--- src/hw/rtl/gmc_pkg.sv ---
// shared constants and request codes for the graph m-coloring search
// no dependencies
package gmc_pkg;

  localparam int MAX_VERTICES = 8;
  localparam int COLOR_BITS   = 4;
  localparam int VTX_W        = $clog2(MAX_VERTICES);
  localparam int CNT_W        = $clog2(MAX_VERTICES + 1);
  localparam int COLORING_W   = 32;
  localparam int CFG_W        = 4;

  typedef logic [1:0]              func_t;
  typedef logic [VTX_W-1:0]        vtx_t;
  typedef logic [MAX_VERTICES-1:0] adj_row_t;
  typedef logic [COLOR_BITS-1:0]   color_t;

  localparam func_t FUNC_CLEAR = 2'd0;
  localparam func_t FUNC_EDGE  = 2'd1;
  localparam func_t FUNC_NEXT  = 2'd2;
  localparam func_t FUNC_NONE  = 2'd3;

  localparam logic CFG_NUM_VERTICES = 1'b0;
  localparam logic CFG_NUM_COLORS   = 1'b1;

endpackage

--- src/hw/rtl/gmc_adj_ram.sv ---
// adjacency store: one neighbor mask per vertex, synchronous read with a registered output
// per-row valid bits give the all-zero state after reset or a clear
// depends on gmc_pkg
module gmc_adj_ram (
  input  logic             clk,
  input  logic             rst_n,
  input  logic             clr,
  input  logic             we,
  input  gmc_pkg::vtx_t     waddr,
  input  gmc_pkg::adj_row_t wdata,
  input  logic             re,
  input  gmc_pkg::vtx_t     raddr,
  output gmc_pkg::adj_row_t rdata
);

  gmc_pkg::adj_row_t mem [gmc_pkg::MAX_VERTICES];
  logic [gmc_pkg::MAX_VERTICES-1:0] valid_r;
  gmc_pkg::adj_row_t rdata_r;

  always_ff @(posedge clk) begin
    if (we) begin
      mem[waddr] <= wdata;
    end
  end

  always_ff @(posedge clk) begin
    if (!rst_n || clr) begin
      valid_r <= '0;
    end else if (we) begin
      valid_r[waddr] <= 1'b1;
    end
  end

  // read returns the old row on a same-cycle write to the same entry
  always_ff @(posedge clk) begin
    if (re) begin
      rdata_r <= valid_r[raddr] ? mem[raddr] : '0;
    end
  end

  assign rdata = rdata_r;

endmodule

--- src/hw/rtl/gmc_clash.sv ---
// neighbor color check for one candidate color of the current vertex
// depends on gmc_pkg
module gmc_clash (
  input  gmc_pkg::adj_row_t                                      adj_row,
  input  logic [gmc_pkg::MAX_VERTICES*gmc_pkg::COLOR_BITS-1:0]   colors,
  input  gmc_pkg::color_t                                        cand,
  input  logic [gmc_pkg::CNT_W-1:0]                              n_used,
  output logic                                                   clash
);

  logic [gmc_pkg::MAX_VERTICES-1:0] hit;

  always_comb begin
    for (int j = 0; j < gmc_pkg::MAX_VERTICES; j++) begin
      hit[j] = adj_row[j] && (j < int'(n_used)) &&
               (colors[j*gmc_pkg::COLOR_BITS +: gmc_pkg::COLOR_BITS] == cand);
    end
  end

  assign clash = |hit;

endmodule

--- src/hw/rtl/graph_m_coloring_search.sv ---
// find next: one adjacency row read per depth step, then color trials against the held row
// throughput: one request at a time; the next is taken once the result is registered,
//   and a result still waiting on out_tready holds the search at its reply
// reset: rst_n synchronous, active low; no edges, all vertices uncolored, search at vertex 0
// depends on gmc_pkg, gmc_adj_ram, gmc_clash
module graph_m_coloring_search (
  input  logic        clk,
  input  logic        rst_n,
  // request channel
  input  logic        in_tvalid,
  output logic        in_tready,
  input  logic [7:0]  in_tdata,   // func[1:0], vertex_a[4:2], vertex_b[7:5]
  // result channel
  output logic        out_tvalid,
  input  logic        out_tready,
  output logic [31:0] out_tdata,  // coloring[31:0]
  output logic [1:0]  out_tuser,  // found[0], exhausted[1]
  // configuration writes
  input  logic        cfg_we,
  input  logic        cfg_index,
  input  logic [3:0]  cfg_wdata
);

  localparam int NV = gmc_pkg::MAX_VERTICES;
  localparam int CB = gmc_pkg::COLOR_BITS;

  // controller states
  localparam logic [2:0] S_IDLE     = 3'd0;
  localparam logic [2:0] S_DISPATCH = 3'd1;
  localparam logic [2:0] S_EDGE_A   = 3'd2;
  localparam logic [2:0] S_EDGE_B   = 3'd3;
  localparam logic [2:0] S_SRCH_RD  = 3'd4;
  localparam logic [2:0] S_SRCH_TRY = 3'd5;
  localparam logic [2:0] S_REPLY    = 3'd6;

  logic [2:0] state_r, state_nxt;

  // latched request
  gmc_pkg::func_t func_r, func_nxt;
  gmc_pkg::vtx_t  va_r, va_nxt;
  gmc_pkg::vtx_t  vb_r, vb_nxt;

  // configuration
  logic [gmc_pkg::CFG_W-1:0] num_vertices_r, num_vertices_nxt;
  logic [gmc_pkg::CFG_W-1:0] num_colors_r, num_colors_nxt;

  // search state
  gmc_pkg::color_t color_r [NV];
  gmc_pkg::color_t color_nxt [NV];
  gmc_pkg::vtx_t   depth_r, depth_nxt;
  logic            done_r, done_nxt;

  // result register
  logic                             out_valid_r, out_valid_nxt;
  logic                             found_r, found_nxt;
  logic                             exh_r, exh_nxt;
  logic [gmc_pkg::COLORING_W-1:0]   coloring_r, coloring_nxt;

  // adjacency store port
  logic              adj_clr, adj_we, adj_re;
  gmc_pkg::vtx_t     adj_waddr, adj_raddr;
  gmc_pkg::adj_row_t adj_wdata, adj_rdata;

  // derived values
  logic [gmc_pkg::CNT_W-1:0] n_used;
  gmc_pkg::vtx_t             n_last;
  logic [CB:0]               cand_wide;
  gmc_pkg::color_t           cand;
  logic [NV*CB-1:0]          trial_colors;
  logic                      clash;
  logic                      out_free;
  logic                      in_fire;

  assign in_tready  = (state_r == S_IDLE);
  assign in_fire    = in_tvalid && in_tready;
  assign out_free   = !out_valid_r || out_tready;
  assign out_tvalid = out_valid_r;
  assign out_tdata  = coloring_r;
  assign out_tuser  = {exh_r, found_r};

  // vertex count 0 acts as 1, counts above the store size act as the store size
  always_comb begin
    if (num_vertices_r == '0) begin
      n_used = gmc_pkg::CNT_W'(1);
    end else if (int'(num_vertices_r) > NV) begin
      n_used = gmc_pkg::CNT_W'(NV);
    end else begin
      n_used = gmc_pkg::CNT_W'(num_vertices_r);
    end
  end
  assign n_last = gmc_pkg::VTX_W'(n_used - gmc_pkg::CNT_W'(1));

  // next color for the current vertex; wraps to 0 past num_colors
  assign cand_wide = {1'b0, color_r[depth_r]} + (CB+1)'(1);
  assign cand = (cand_wide > (CB+1)'(num_colors_r)) ? '0 : cand_wide[CB-1:0];

  // colors as they stand with the candidate placed at the current vertex,
  // vertices beyond the used count read 0
  always_comb begin
    for (int i = 0; i < NV; i++) begin
      if (i >= int'(n_used)) begin
        trial_colors[i*CB +: CB] = '0;
      end else if (gmc_pkg::VTX_W'(i) == depth_r) begin
        trial_colors[i*CB +: CB] = cand;
      end else begin
        trial_colors[i*CB +: CB] = color_r[i];
      end
    end
  end

  gmc_adj_ram u_adj (
    .clk   (clk),
    .rst_n (rst_n),
    .clr   (adj_clr),
    .we    (adj_we),
    .waddr (adj_waddr),
    .wdata (adj_wdata),
    .re    (adj_re),
    .raddr (adj_raddr),
    .rdata (adj_rdata)
  );

  gmc_clash u_clash (
    .adj_row (adj_rdata),
    .colors  (trial_colors),
    .cand    (cand),
    .n_used  (n_used),
    .clash   (clash)
  );

  always_comb begin
    state_nxt        = state_r;
    func_nxt         = func_r;
    va_nxt           = va_r;
    vb_nxt           = vb_r;
    num_vertices_nxt = num_vertices_r;
    num_colors_nxt   = num_colors_r;
    depth_nxt        = depth_r;
    done_nxt         = done_r;
    out_valid_nxt    = out_valid_r;
    found_nxt        = found_r;
    exh_nxt          = exh_r;
    coloring_nxt     = coloring_r;
    adj_clr          = 1'b0;
    adj_we           = 1'b0;
    adj_re           = 1'b0;
    adj_waddr        = va_r;
    adj_wdata        = '0;
    adj_raddr        = va_r;
    for (int i = 0; i < NV; i++) begin
      color_nxt[i] = color_r[i];
    end

    if (out_valid_r && out_tready) begin
      out_valid_nxt = 1'b0;
    end

    unique case (state_r)
      S_IDLE: begin
        if (in_fire) begin
          func_nxt  = in_tdata[1:0];
          va_nxt    = in_tdata[4:2];
          vb_nxt    = in_tdata[7:5];
          state_nxt = S_DISPATCH;
        end
      end

      S_DISPATCH: begin
        unique case (func_r)
          gmc_pkg::FUNC_CLEAR: begin
            adj_clr   = 1'b1;
            depth_nxt = '0;
            done_nxt  = 1'b0;
            for (int i = 0; i < NV; i++) begin
              color_nxt[i] = '0;
            end
            state_nxt = S_REPLY;
          end
          gmc_pkg::FUNC_EDGE: begin
            adj_re    = 1'b1;
            adj_raddr = va_r;
            state_nxt = S_EDGE_A;
          end
          gmc_pkg::FUNC_NEXT: begin
            if (done_r) begin
              state_nxt = S_REPLY;
            end else begin
              if ({1'b0, depth_r} >= n_used) begin
                depth_nxt = n_last;
              end
              state_nxt = S_SRCH_RD;
            end
          end
          default: begin
            state_nxt = S_REPLY;
          end
        endcase
      end

      // row a gets bit b; row b is read in the same cycle (a self-loop sets one bit twice)
      S_EDGE_A: begin
        adj_we    = 1'b1;
        adj_waddr = va_r;
        adj_wdata = adj_rdata | (gmc_pkg::adj_row_t'(1) << vb_r);
        adj_re    = 1'b1;
        adj_raddr = vb_r;
        state_nxt = S_EDGE_B;
      end

      S_EDGE_B: begin
        adj_we    = 1'b1;
        adj_waddr = vb_r;
        adj_wdata = adj_rdata | (gmc_pkg::adj_row_t'(1) << va_r);
        depth_nxt = '0;
        done_nxt  = 1'b0;
        for (int i = 0; i < NV; i++) begin
          color_nxt[i] = '0;
        end
        state_nxt = S_REPLY;
      end

      S_SRCH_RD: begin
        adj_re    = 1'b1;
        adj_raddr = depth_r;
        state_nxt = S_SRCH_TRY;
      end

      // one color trial per cycle against the held neighbor row, unless a result waiting on out_tready holds the search
      S_SRCH_TRY: begin
        if (cand == '0) begin
          // out of colors: backtrack, or the whole tree is spent
          if (depth_r == '0) begin
            if (out_free) begin
              color_nxt[depth_r] = '0;
              done_nxt      = 1'b1;
              out_valid_nxt = 1'b1;
              found_nxt     = 1'b0;
              exh_nxt       = 1'b1;
              coloring_nxt  = '0;
              state_nxt     = S_IDLE;
            end
          end else begin
            color_nxt[depth_r] = '0;
            depth_nxt = depth_r - gmc_pkg::VTX_W'(1);
            state_nxt = S_SRCH_RD;
          end
        end else if (clash) begin
          color_nxt[depth_r] = cand;
        end else if (depth_r == n_last) begin
          // last vertex colored: report and leave the search parked here
          if (out_free) begin
            color_nxt[depth_r] = cand;
            out_valid_nxt = 1'b1;
            found_nxt     = 1'b1;
            exh_nxt       = 1'b0;
            coloring_nxt  = gmc_pkg::COLORING_W'(trial_colors);
            state_nxt     = S_IDLE;
          end
        end else begin
          color_nxt[depth_r] = cand;
          depth_nxt = depth_r + gmc_pkg::VTX_W'(1);
          state_nxt = S_SRCH_RD;
        end
      end

      // plain answer for clear, edge, unused code and a spent search
      S_REPLY: begin
        if (out_free) begin
          out_valid_nxt = 1'b1;
          found_nxt     = 1'b0;
          exh_nxt       = done_r;
          coloring_nxt  = '0;
          state_nxt     = S_IDLE;
        end
      end

      default: begin
        state_nxt = S_IDLE;
      end
    endcase

    // register writes restart the search
    if (cfg_we) begin
      unique case (cfg_index)
        gmc_pkg::CFG_NUM_VERTICES: num_vertices_nxt = cfg_wdata;
        gmc_pkg::CFG_NUM_COLORS:   num_colors_nxt   = cfg_wdata;
        default: ;
      endcase
      depth_nxt = '0;
      done_nxt  = 1'b0;
      for (int i = 0; i < NV; i++) begin
        color_nxt[i] = '0;
      end
    end
  end

  always_ff @(posedge clk) begin
    if (!rst_n) begin
      state_r        <= S_IDLE;
      num_vertices_r <= gmc_pkg::CFG_W'(8);
      num_colors_r   <= gmc_pkg::CFG_W'(3);
      depth_r        <= '0;
      done_r         <= 1'b0;
      out_valid_r    <= 1'b0;
      for (int i = 0; i < NV; i++) begin
        color_r[i] <= '0;
      end
    end else begin
      state_r        <= state_nxt;
      num_vertices_r <= num_vertices_nxt;
      num_colors_r   <= num_colors_nxt;
      depth_r        <= depth_nxt;
      done_r         <= done_nxt;
      out_valid_r    <= out_valid_nxt;
      for (int i = 0; i < NV; i++) begin
        color_r[i] <= color_nxt[i];
      end
    end
  end

  // payload registers
  always_ff @(posedge clk) begin
    func_r     <= func_nxt;
    va_r       <= va_nxt;
    vb_r       <= vb_nxt;
    found_r    <= found_nxt;
    exh_r      <= exh_nxt;
    coloring_r <= coloring_nxt;
  end

endmodule
--- config.mk ---
export PLATFORM = sky130hd
export DESIGN_NAME = graph_m_coloring_search
export DESIGN_NICKNAME = d
export VERILOG_FILES = /design/src/hw/rtl/gmc_pkg.sv /design/src/hw/rtl/gmc_adj_ram.sv /design/src/hw/rtl/gmc_clash.sv /design/src/hw/rtl/graph_m_coloring_search.sv
export SDC_FILE = /design/constraint.sdc
export NUM_CORES = 1
export LEC_CHECK = 0
export BUFFER_PORTS_ARGS = -buffer_cell sky130_fd_sc_hd__buf_2
export CORE_MARGIN = 1
export CORE_UTILIZATION = 62
export DETAILED_ROUTE_END_ITERATION = 8
export GPL_TIMING_DRIVEN = 0
export HOLD_SLACK_MARGIN = 0.03
export PLACE_DENSITY = 0.81
export SYNTH_ARGS = -nofsm -noshare
export SYNTH_HDL_FRONTEND = slang
export SYNTH_SLANG_ARGS = --single-unit
--- constraint.sdc ---
create_clock -name clk -period 7.7 [get_ports clk]
set_clock_uncertainty 0.05 [all_clocks]
set_input_delay 1.925 -clock clk [delete_from_list [all_inputs] [get_ports clk]]
set_output_delay 1.925 -clock clk [all_outputs]
set_load 0.02 [all_outputs]
==> results of run 1 <==
## through the flow
stage          cells  total power [W]  setup TNS (ns)
4_1_cts         1339          0.00228               0
3_3_place_gp    1306          0.00143          -20.89
5_1_grt         1339          0.00235               0
2_1_floorplan   1038          0.00133               0
3_5_place_dp    1307          0.00144               0
6_report        1339          0.00229               0
## worst max-delay path, delay by kind of cell (launching register included)
| kind | cells | cell delay [ns] |
|---|---|---|
| buffers and inverters | 5 | 0.81 |
| adder cells (fa/ha/maj) | 2 | 0.52 |
| AO/OA/AOI/OAI | 6 | 2.31 |
| AND/OR/NAND/NOR | 6 | 1.44 |
| multiplexers | 2 | 0.81 |
| flip-flops | 1 | 0.33 |
## sequential cells by signal, summed over array words and instances (netlist names), 4 cells and up, named ones only
signal	cells
u_adj.mem	64
color_r	32
num_colors_r	4
u_adj.valid_r	8
u_adj.rdata	8
out_tdata	32
num_vertices_r	4
## layer usage
metal,track usage [%],up-vias
met1,41.0,4151
met3,5.86,99
met4,17.2,0
met5,0,-
met2,60.0,426
li1,-,4014
## cells by family (layout without fill, tap and decap cells)
kind of cell	count (synthesis)	count (layout)	synth area share [%]
flip-flops	173	173	45.9
buffers and inverters	86	171	3.47
multiplexers	104	104	11.7
AO/OA/AOI/OAI	265	265	18.5
AND/OR/NAND/NOR	375	375	16.5
XOR/XNOR	13	13	1.14
adder cells (fa/ha/maj)	22	22	2.74
## worst min-delay path by stage
stage,from,to,depth (start not counted)
after floorplan,u_adj.valid_r[1]$_SDFFE_PP0P_,u_adj.valid_r[1]$_SDFFE_PP0P_,1
after global placement,u_adj.valid_r[3]$_SDFFE_PP0P_,u_adj.valid_r[3]$_SDFFE_PP0P_,1
after detailed placement,u_adj.valid_r[5]$_SDFFE_PP0P_,u_adj.valid_r[5]$_SDFFE_PP0P_,1
after CTS,u_adj.valid_r[4]$_SDFFE_PP0P_,u_adj.valid_r[4]$_SDFFE_PP0P_,1
after global routing,u_adj.valid_r[4]$_SDFFE_PP0P_,u_adj.valid_r[4]$_SDFFE_PP0P_,1
final,u_adj.valid_r[2]$_SDFFE_PP0P_,u_adj.valid_r[2]$_SDFFE_PP0P_,1
## Yosys cell counts, drive strengths merged, types with 3 or more instances
library cell and n:
o21ai 30, nor2b 8, nor4 4, a21boi 3, ha 22, o211ai 24, a22o 3, nand2b 7
o21a 11, a22oi 10, clkbuf 48, dfxtp 59, nor3 10, inv 24, and2 7, edfxtp 114
and3 12, a221oi 3, a21oi 63, nand3 50, o221ai 3, or3 3, nand4 7, a21o 5
mux4 6, buf 12, nor2 84, a31oi 10, o2111ai 3, mux2 25, xor2 7, o22ai 42
nand2 175, xnor2 6, mux2i 73, o31ai 29, a211oi 5
## area by class of cell
type                            count  share of cell area [%]
Sequential cell                   173                    41.2
Buffer                             60                    2.24
Tap cell                          216                    2.42
Clock inverter                     15                    1.41
Inverter                           26                   0.873
Clock buffer                       17                    3.81
Multi-Input combinational cell    779                    45.5
Timing Repair Buffer               53                    2.51
## power breakdown
part,internal [W],leakage [nW],switching [W]
logic,0.000137,2.21,0.000251
registers,0.00102,1.47,0.0000199
clock network,0.000483,0.287,0.000380
## layout by cell type, fill, tap and decap left out, types with 8 or more instances in the layout
| cell | n |
|---|---|
| a21oi_1 | 53 |
| a31oi_1 | 10 |
| inv_1 | 23 |
| buf_2 | 54 |
| nor2b_1 | 8 |
| a21oi_4 | 10 |
| a22oi_1 | 10 |
| and3_1 | 12 |
| o22ai_1 | 41 |
| o211ai_1 | 24 |
| nand3_1 | 50 |
| o21ai_0 | 28 |
| nand2_1 | 174 |
| mux2i_1 | 71 |
| o21a_1 | 11 |
| edfxtp_1 | 114 |
| nor2_1 | 84 |
| clkbuf_1 | 48 |
| mux2_2 | 24 |
| dfxtp_1 | 59 |
| nor3_1 | 10 |
| ha_1 | 22 |
| o31ai_1 | 29 |
| clkbuf_16 | 17 |
==> results.cfg, run 1 <==
[grt]
grt_pass1_vias = 8038
grt_overflow_total = 0
antenna_found_initial = 0
grt_pass1_wl_um = 42800
grt_max_degree = 32
groute.usage.overall_pct = 34.4

[cts]
cts_sinks = 173
cts_hold_buf = 0
cts_buffers = 17
cts_tree = built
cts-htree-levels = 4
path_clk_slew_ns = 0.07
clock_path_buffers = 2
ctsResizeCount = 0
post_cts_buffers = 0
insertion_delay_ns = 0.43
clockRootBuffer = clkbuf_16

[yosys]
synthTopCellsByArea = edfxtp_1, dfxtp_1, mux2i_1
async_flop_share_pct = 0
synth_flop_cell = edfxtp_1
synth_area_leader_cell = edfxtp_1
synth_top_area_share_pct = 34.1
synth_cell_types = 75
synth_fp_nets = 1078
ys_seq_elements = 173
synth.cell_area_um2 = 10000
synth-edff-count = 114
ys_warn_count = 0
seq_area_frac_synth_pct = 45.9
synth_cells = 1038
syn_avg_cell_area_um2 = 9.66

[detailed_routing]
wl_met1_um = 10900
routed.top_layer = met4
vias = 8690
wl_um = 27700
dr_wl_met2_um = 13600
drcViolationCount = 0
vias_per_cell = 6.49
ant_nets = 0
dr.pass1.iters = 7
drt_iter0_drc = 893
routed-wl-met3_um = 1870
wl_per_cell_um = 20.7

[floorplan]
initial_utilization_pct = 63.4
rows = 46
die-area_um2 = 16700
die_width_um = 129
core_area_um2 = 15800
io_pins = 54
die-height_um = 129

[timing]
worst_slew_pin_slew_ns = 1.12
finalCritPeriodShare_pct = 85.5
layout_min_cycle_time_ns = 6.58
rsz0062_at_grt = false
worst_slack_ns = 1.12
holdWs_ns = 0.418
hold_violations = 0
setup_viol = 0
maxSlewViolCount = 0
achievable-frequency_ghz = 0.152
relSlewSlack_pct = 25.5

[worst_setup_path]
cp_slowest_cell = a21oi_1
r2r_slack_ns = 1.12
crit_type = reg2reg
ff2ff_path_depth = 21
crit_end = out_tdata[23]$_DFFE_PP_
crit_chain = buf_6 > mux4_2 > mux2i_4 > inv_2 > ha_1 > inv_1 > nand3_1 > and2_1 > inv_1 > ha_1 > and4_1 > a21oi_1 > a21oi_1 > o221ai_1 > nor4_1 > a31o_1 > or4_4 > nor2_1 > o211ai_1 > a21oi_4 > buf_12
cp-start-kind = flip-flop
cpPeakStageDelay_ns = 0.86
crit_fanout = 31
required_ns = 7.78
critical_path_arrival_ns = 6.66
r2r_end = out_tdata[23]$_DFFE_PP_
worstSetupEndpointType = flip-flop

[place]
dpl.hpwl_um = 20700
place_area_um2 = 10600
pre_cts_ws_ns = 1.24
portBuffers = 52
gp_congestion = 0.976

[power_and_ir_drop]
p_leak_nw = 3.96
powerDensity_nw_per_um2 = 205
ir_drop_mv = 0.172

[cells_and_area]
regArea_um2 = 4600
area_growth_pct = 11.4
drive_above_1_share_pct = 12.6
multi_input_area_um2 = 5090
final_area_um2 = 11200
fin_util_pct = 70.6
fin_nets = 1150
diodes = 0
fillCellCount = 1216

[run]
cap_violations = 0

[run_status]
status = completed

[hold_path]
hold_path_class = reg2reg
No activity file was read; power rests on OpenSTA's default activity.
==> inputs of run 2 (changes only) <==
- BUFFER_PORTS_ARGS: -buffer_cell sky130_fd_sc_hd__buf_2 -> default
- CORE_UTILIZATION: 62 -> 64
- DONT_BUFFER_PORTS: default -> 1
- PLACE_DENSITY: 0.81 -> 0.8
==> results.cfg, run 2 (synthesis gave the netlist of run 1 again) <==
[run_status]
status = completed

[timing]
relSlewSlack_pct = 26.5
layout_min_cycle_time_ns = 6.58
rsz0062_at_grt = false
setup_viol = 0
maxSlewViolCount = 0
worst_slack_ns = 1.12
worst_slew_pin_slew_ns = 1.09
finalCritPeriodShare_pct = 85.5
fin_tns_setup_ns = 0
hold_violations = 0
holdWs_ns = 0.419
achievable-frequency_ghz = 0.152

[cells_and_area]
area_growth_pct = 9.34
final_area_um2 = 11000
layout_common_cells = nand2_1, edfxtp_1, nor2_1
largest_reg_flops = 64
final_common_cell = nand2_1
fillCellCount = 1111
fin_nets = 1098
drive_above_1_share_pct = 8.68
diodes = 0
largest-register = u_adj.mem

[place]
portBuffers = 0
dpl.hpwl_um = 20500
pre_cts_ws_ns = 1.21
gp_congestion = 0.999
place_area_um2 = 10300

[power_and_ir_drop]
p_total_w = 0.00234
powerDensity_nw_per_um2 = 214
ir_drop_mv = 0.180
p_leak_nw = 3.82

[cts]
insertion_delay_ns = 0.46
cts_buffers = 17
cts_tree = built
clockRootBuffer = clkbuf_16
cts_hold_buf = 0
post_cts_buffers = 0
cts-htree-levels = 4
ctsResizeCount = 0
cts_sinks = 173
clock_path_buffers = 2
path_clk_slew_ns = 0.07

[detailed_routing]
drcViolationCount = 0
routed.top_layer = met4
vias = 8456
dr_wl_met2_um = 13700
ant_nets = 0
routed-wl-met3_um = 2120
dr.pass1.iters = 5
vias_per_cell = 6.60
wl_per_cell_um = 21.8
drt_iter0_drc = 807
wl_um = 27900
wl_met1_um = 10700

[worst_setup_path]
crit_fanout = 10
required_ns = 8.02
critical_path_arrival_ns = 6.90
cp_slowest_cell = a21oi_1
cp-start-kind = flip-flop
worstSetupEndpointType = flip-flop
crit_chain = buf_6 > mux4_2 > mux2i_4 > inv_2 > ha_1 > inv_1 > nand3_1 > and2_1 > inv_1 > ha_1 > and4_1 > a21oi_1 > a21oi_1 > o221ai_1 > nor4_1 > a31o_1 > or4_4 > or3_1 > buf_6 > a21oi_4 > mux2i_1
crit_type = reg2reg
cpPeakStageDelay_ns = 0.84

[floorplan]
die_width_um = 127
die-area_um2 = 16200
initial_utilization_pct = 65.7
die-height_um = 127
core_area_um2 = 15300
io_pins = 54
rows = 45

[grt]
grt_pass1_wl_um = 43400
grt_max_degree = 32
grt_pass1_vias = 8008
grt_overflow_total = 0
groute.usage.overall_pct = 35.6
antenna_found_initial = 0

[run]
cap_violations = 0

[hold_path]
hold_path_class = reg2reg
run 2: cell types whose count changed in the layout (fill, tap and decap cells not counted):
cell,previous run,this run
buf_2,54,2
clkinv_8,0,4
inv_8,1,5
clkinv_1,5,2
inv_6,5,2
clkinv_2,1,0
clkinv_4,3,2
run 2: worst paths after layout:
kind                            startpoint  slack, ns  cells past startpoint                       endpoint
min reg2reg  u_adj.valid_r[0]$_SDFFE_PP0P_       0.42                      1  u_adj.valid_r[0]$_SDFFE_PP0P_
max reg2reg                      flip-flop       1.12                     21     color_r[1][3]$_SDFFE_PP0P_
max                              flip-flop       1.12                     21     color_r[1][3]$_SDFFE_PP0P_
min          u_adj.valid_r[0]$_SDFFE_PP0P_       0.42                      1  u_adj.valid_r[0]$_SDFFE_PP0P_
run 2: cell type report:
type / instances / area [um2] / share of cell area [%]
sequential: 173 / 4600 / 42.0
multi-input combinational: 779 / 5090 / 46.4
clock inverter: 15 / 216 / 1.97
clock buffer: 17 / 425 / 3.88
tap: 211 / 264 / 2.41
timing repair buffer: 1 / 20.0 / 0.183
buffer: 60 / 250 / 2.28
inverter: 26 / 97.6 / 0.890
run 2: worst max-delay path, delay by kind of cell (launching register included):
kind,cells,cell delay (ns)
fa+ha+maj,2,0.51
mux,3,1.07
compound gates,5,2.07
simple gates,6,1.70
buf+inv,5,0.78
flops,1,0.33
run 2: power breakdown:
part	switching, W	internal (W)	leakage (nW)
registers	0.0000231	0.00102	1.47
clock network	0.000420	0.000502	0.313
logic	0.000246	0.000132	2.04
total	0.000689	0.00165	3.82
run 2: per-stage QoR:
stage                     cells  utilization [%]
after floorplan            1038                -
after global placement     1249             67.5
after detailed placement   1250             67.7
after CTS                  1282             71.9
after global routing       1282             71.9
final                      1282             71.9
run 2: metal layers:
layer	vias up	global-route usage [%]
met1	4021	43.1
li1	3905	-
met5	-	0
met3	96	6.70
met2	434	61.2
met4	0	17.7
==> inputs of run 3 (changes only) <==
- CORE_UTILIZATION: 64 -> 60
- PLACE_DENSITY: 0.8 -> 0.76
- clock period: 7.7 -> 8.15 ns (I/O delays scaled with it)
==> results.cfg, run 3 (synthesis gave the netlist of run 1 again) <==
[worst_setup_path]
crit_type = reg2reg
crit_fanout = 10
critical_path_arrival_ns = 6.89
required_ns = 8.45
worstSetupEndpointType = flip-flop
cp-start-kind = flip-flop

[cts]
cts_tree = built
cts_hold_buf = 0
path_clk_slew_ns = 0.07
clock_path_buffers = 2
clockRootBuffer = clkbuf_16
cts_sinks = 173
insertion_delay_ns = 0.43
post_cts_buffers = 0
ctsResizeCount = 0
cts-htree-levels = 4
cts_buffers = 17

[cells_and_area]
fin_nets = 1098
drive_above_1_share_pct = 8.40
final_area_um2 = 10900
largest_reg_flops = 64
fillCellCount = 1297
largest-register = u_adj.mem
area_growth_pct = 8.60
layout_common_cells = nand2_1, edfxtp_1, nor2_1
final_common_cell = nand2_1
instances_no_fill = 1287
diodes = 0

[place]
pre_cts_ws_ns = 1.69
portBuffers = 0
gp_congestion = 0.987
place_area_um2 = 10300
post-place-cells = 1255
dpl.hpwl_um = 20700

[detailed_routing]
vias_per_cell = 6.53
ant_nets = 0
dr.pass1.iters = 5
drcViolationCount = 0
wl_um = 27700
wl_per_cell_um = 21.6
drt_iter0_drc = 881
vias = 8408

[grt]
groute.usage.overall_pct = 32.8
grt_overflow_total = 0
grt_pass1_wl_um = 43700
grt_max_degree = 33
grt_pass1_vias = 7937
antenna_found_initial = 0

[floorplan]
initial_utilization_pct = 62.2
die-height_um = 131
core_area_um2 = 16100
die_width_um = 131
die-area_um2 = 17200
io_pins = 54
rows = 46

[power_and_ir_drop]
p_switching_w = 0.000616
p_total_w = 0.00213
swShare_pct = 28.9
pwr-share-comb_pct = 16.7
p_leak_nw = 3.78
seqPwrFrac_pct = 46.2
ir_drop_mv = 0.153
pwr-share-clk_pct = 37.1
p_int_w = 0.00151
powerDensity_nw_per_um2 = 196

[timing]
relSlewSlack_pct = 22.6
worst_slack_ns = 1.57
layout_min_cycle_time_ns = 6.58
achievable-frequency_ghz = 0.152
worst_slew_pin_slew_ns = 1.16
maxSlewViolCount = 0
rsz0062_at_grt = false
fin_tns_setup_ns = 0
hold_violations = 0
setup_viol = 0
finalCritPeriodShare_pct = 80.8

[run_status]
status = completed

[hold_path]
hold_path_class = reg2reg

[run]
cap_violations = 0
## run 3: changes by cell type in the layout (fill, tap and decap cells not counted), sizes merged
cell      before  now
clkinvlp       0    1
bufinv         2    1
## run 3: power groups by stage
stage | Combinational [W] | Clock, W | Sequential (W)
global placement | 0.000340 | 0 | 0.00100
floorplan | 0.000265 | 0 | 0.000995
detailed placement | 0.000345 | 0 | 0.00100
CTS | 0.000349 | 0.000788 | 0.000983
global route | 0.000384 | 0.000821 | 0.000986
finish | 0.000356 | 0.000789 | 0.000984
## run 3: final timing paths
| kind | startpoint | to | slack, ns | cells past startpoint |
|---|---|---|---|---|
| worst max register to register | flip-flop | color_r[1][0]$_SDFFE_PP0P_ | 1.57 | 21 |
| worst min register to register | u_adj.valid_r[7]$_SDFFE_PP0P_ | u_adj.valid_r[7]$_SDFFE_PP0P_ | 0.42 | 1 |
| worst min-delay path | u_adj.valid_r[7]$_SDFFE_PP0P_ | u_adj.valid_r[7]$_SDFFE_PP0P_ | 0.42 | 1 |
| worst max-delay path | flip-flop | color_r[1][0]$_SDFFE_PP0P_ | 1.57 | 21 |
## run 3: metrics by stage
stage	utilization, %	hold WS (ns)
detailed placement	64.1	0.407
floorplan	-	0.385
global route	67.6	0.437
global placement	63.9	0.392
CTS	67.6	0.423
finish	67.6	0.422
## run 3: cell type report
type                    count  area, um2  share of cell area [%]
inverters                  26       97.6                   0.896
well taps                 216        270                    2.48
clock inverters            15        135                    1.24
plain buffers              60        250                    2.30
repair buffers              1       20.0                   0.184
multi-input cells         779       5090                    46.7
clock buffers              17        425                    3.91
flip-flops and latches    173       4600                    42.3
## run 3: worst max-delay path, cell delays in order (launching register included)
cell,delay [ns]
dfxtp_1,0.32
buf_6,0.17
mux4_2,0.54
mux2i_4,0.29
inv_2,0.15
ha_1,0.28
inv_1,0.14
nand3_1,0.12
and2_1,0.28
inv_1,0.12
ha_1,0.24
and4_1,0.18
a21oi_1,0.89
a21oi_1,0.44
o221ai_1,0.31
nor4_1,0.11
a31o_1,0.19
or4_4,0.56
or3_1,0.41
buf_6,0.19
a21oi_4,0.26
mux2i_1,0.24
## run 3: layer usage
layer	GRT usage [%]	up-vias	part of all wire, %
met4	16.9	0	4.7
met3	4.51	86	6.9
li1	-	3899	-
met2	56.7	438	49
met1	40.1	3985	39
met5	0	-	0
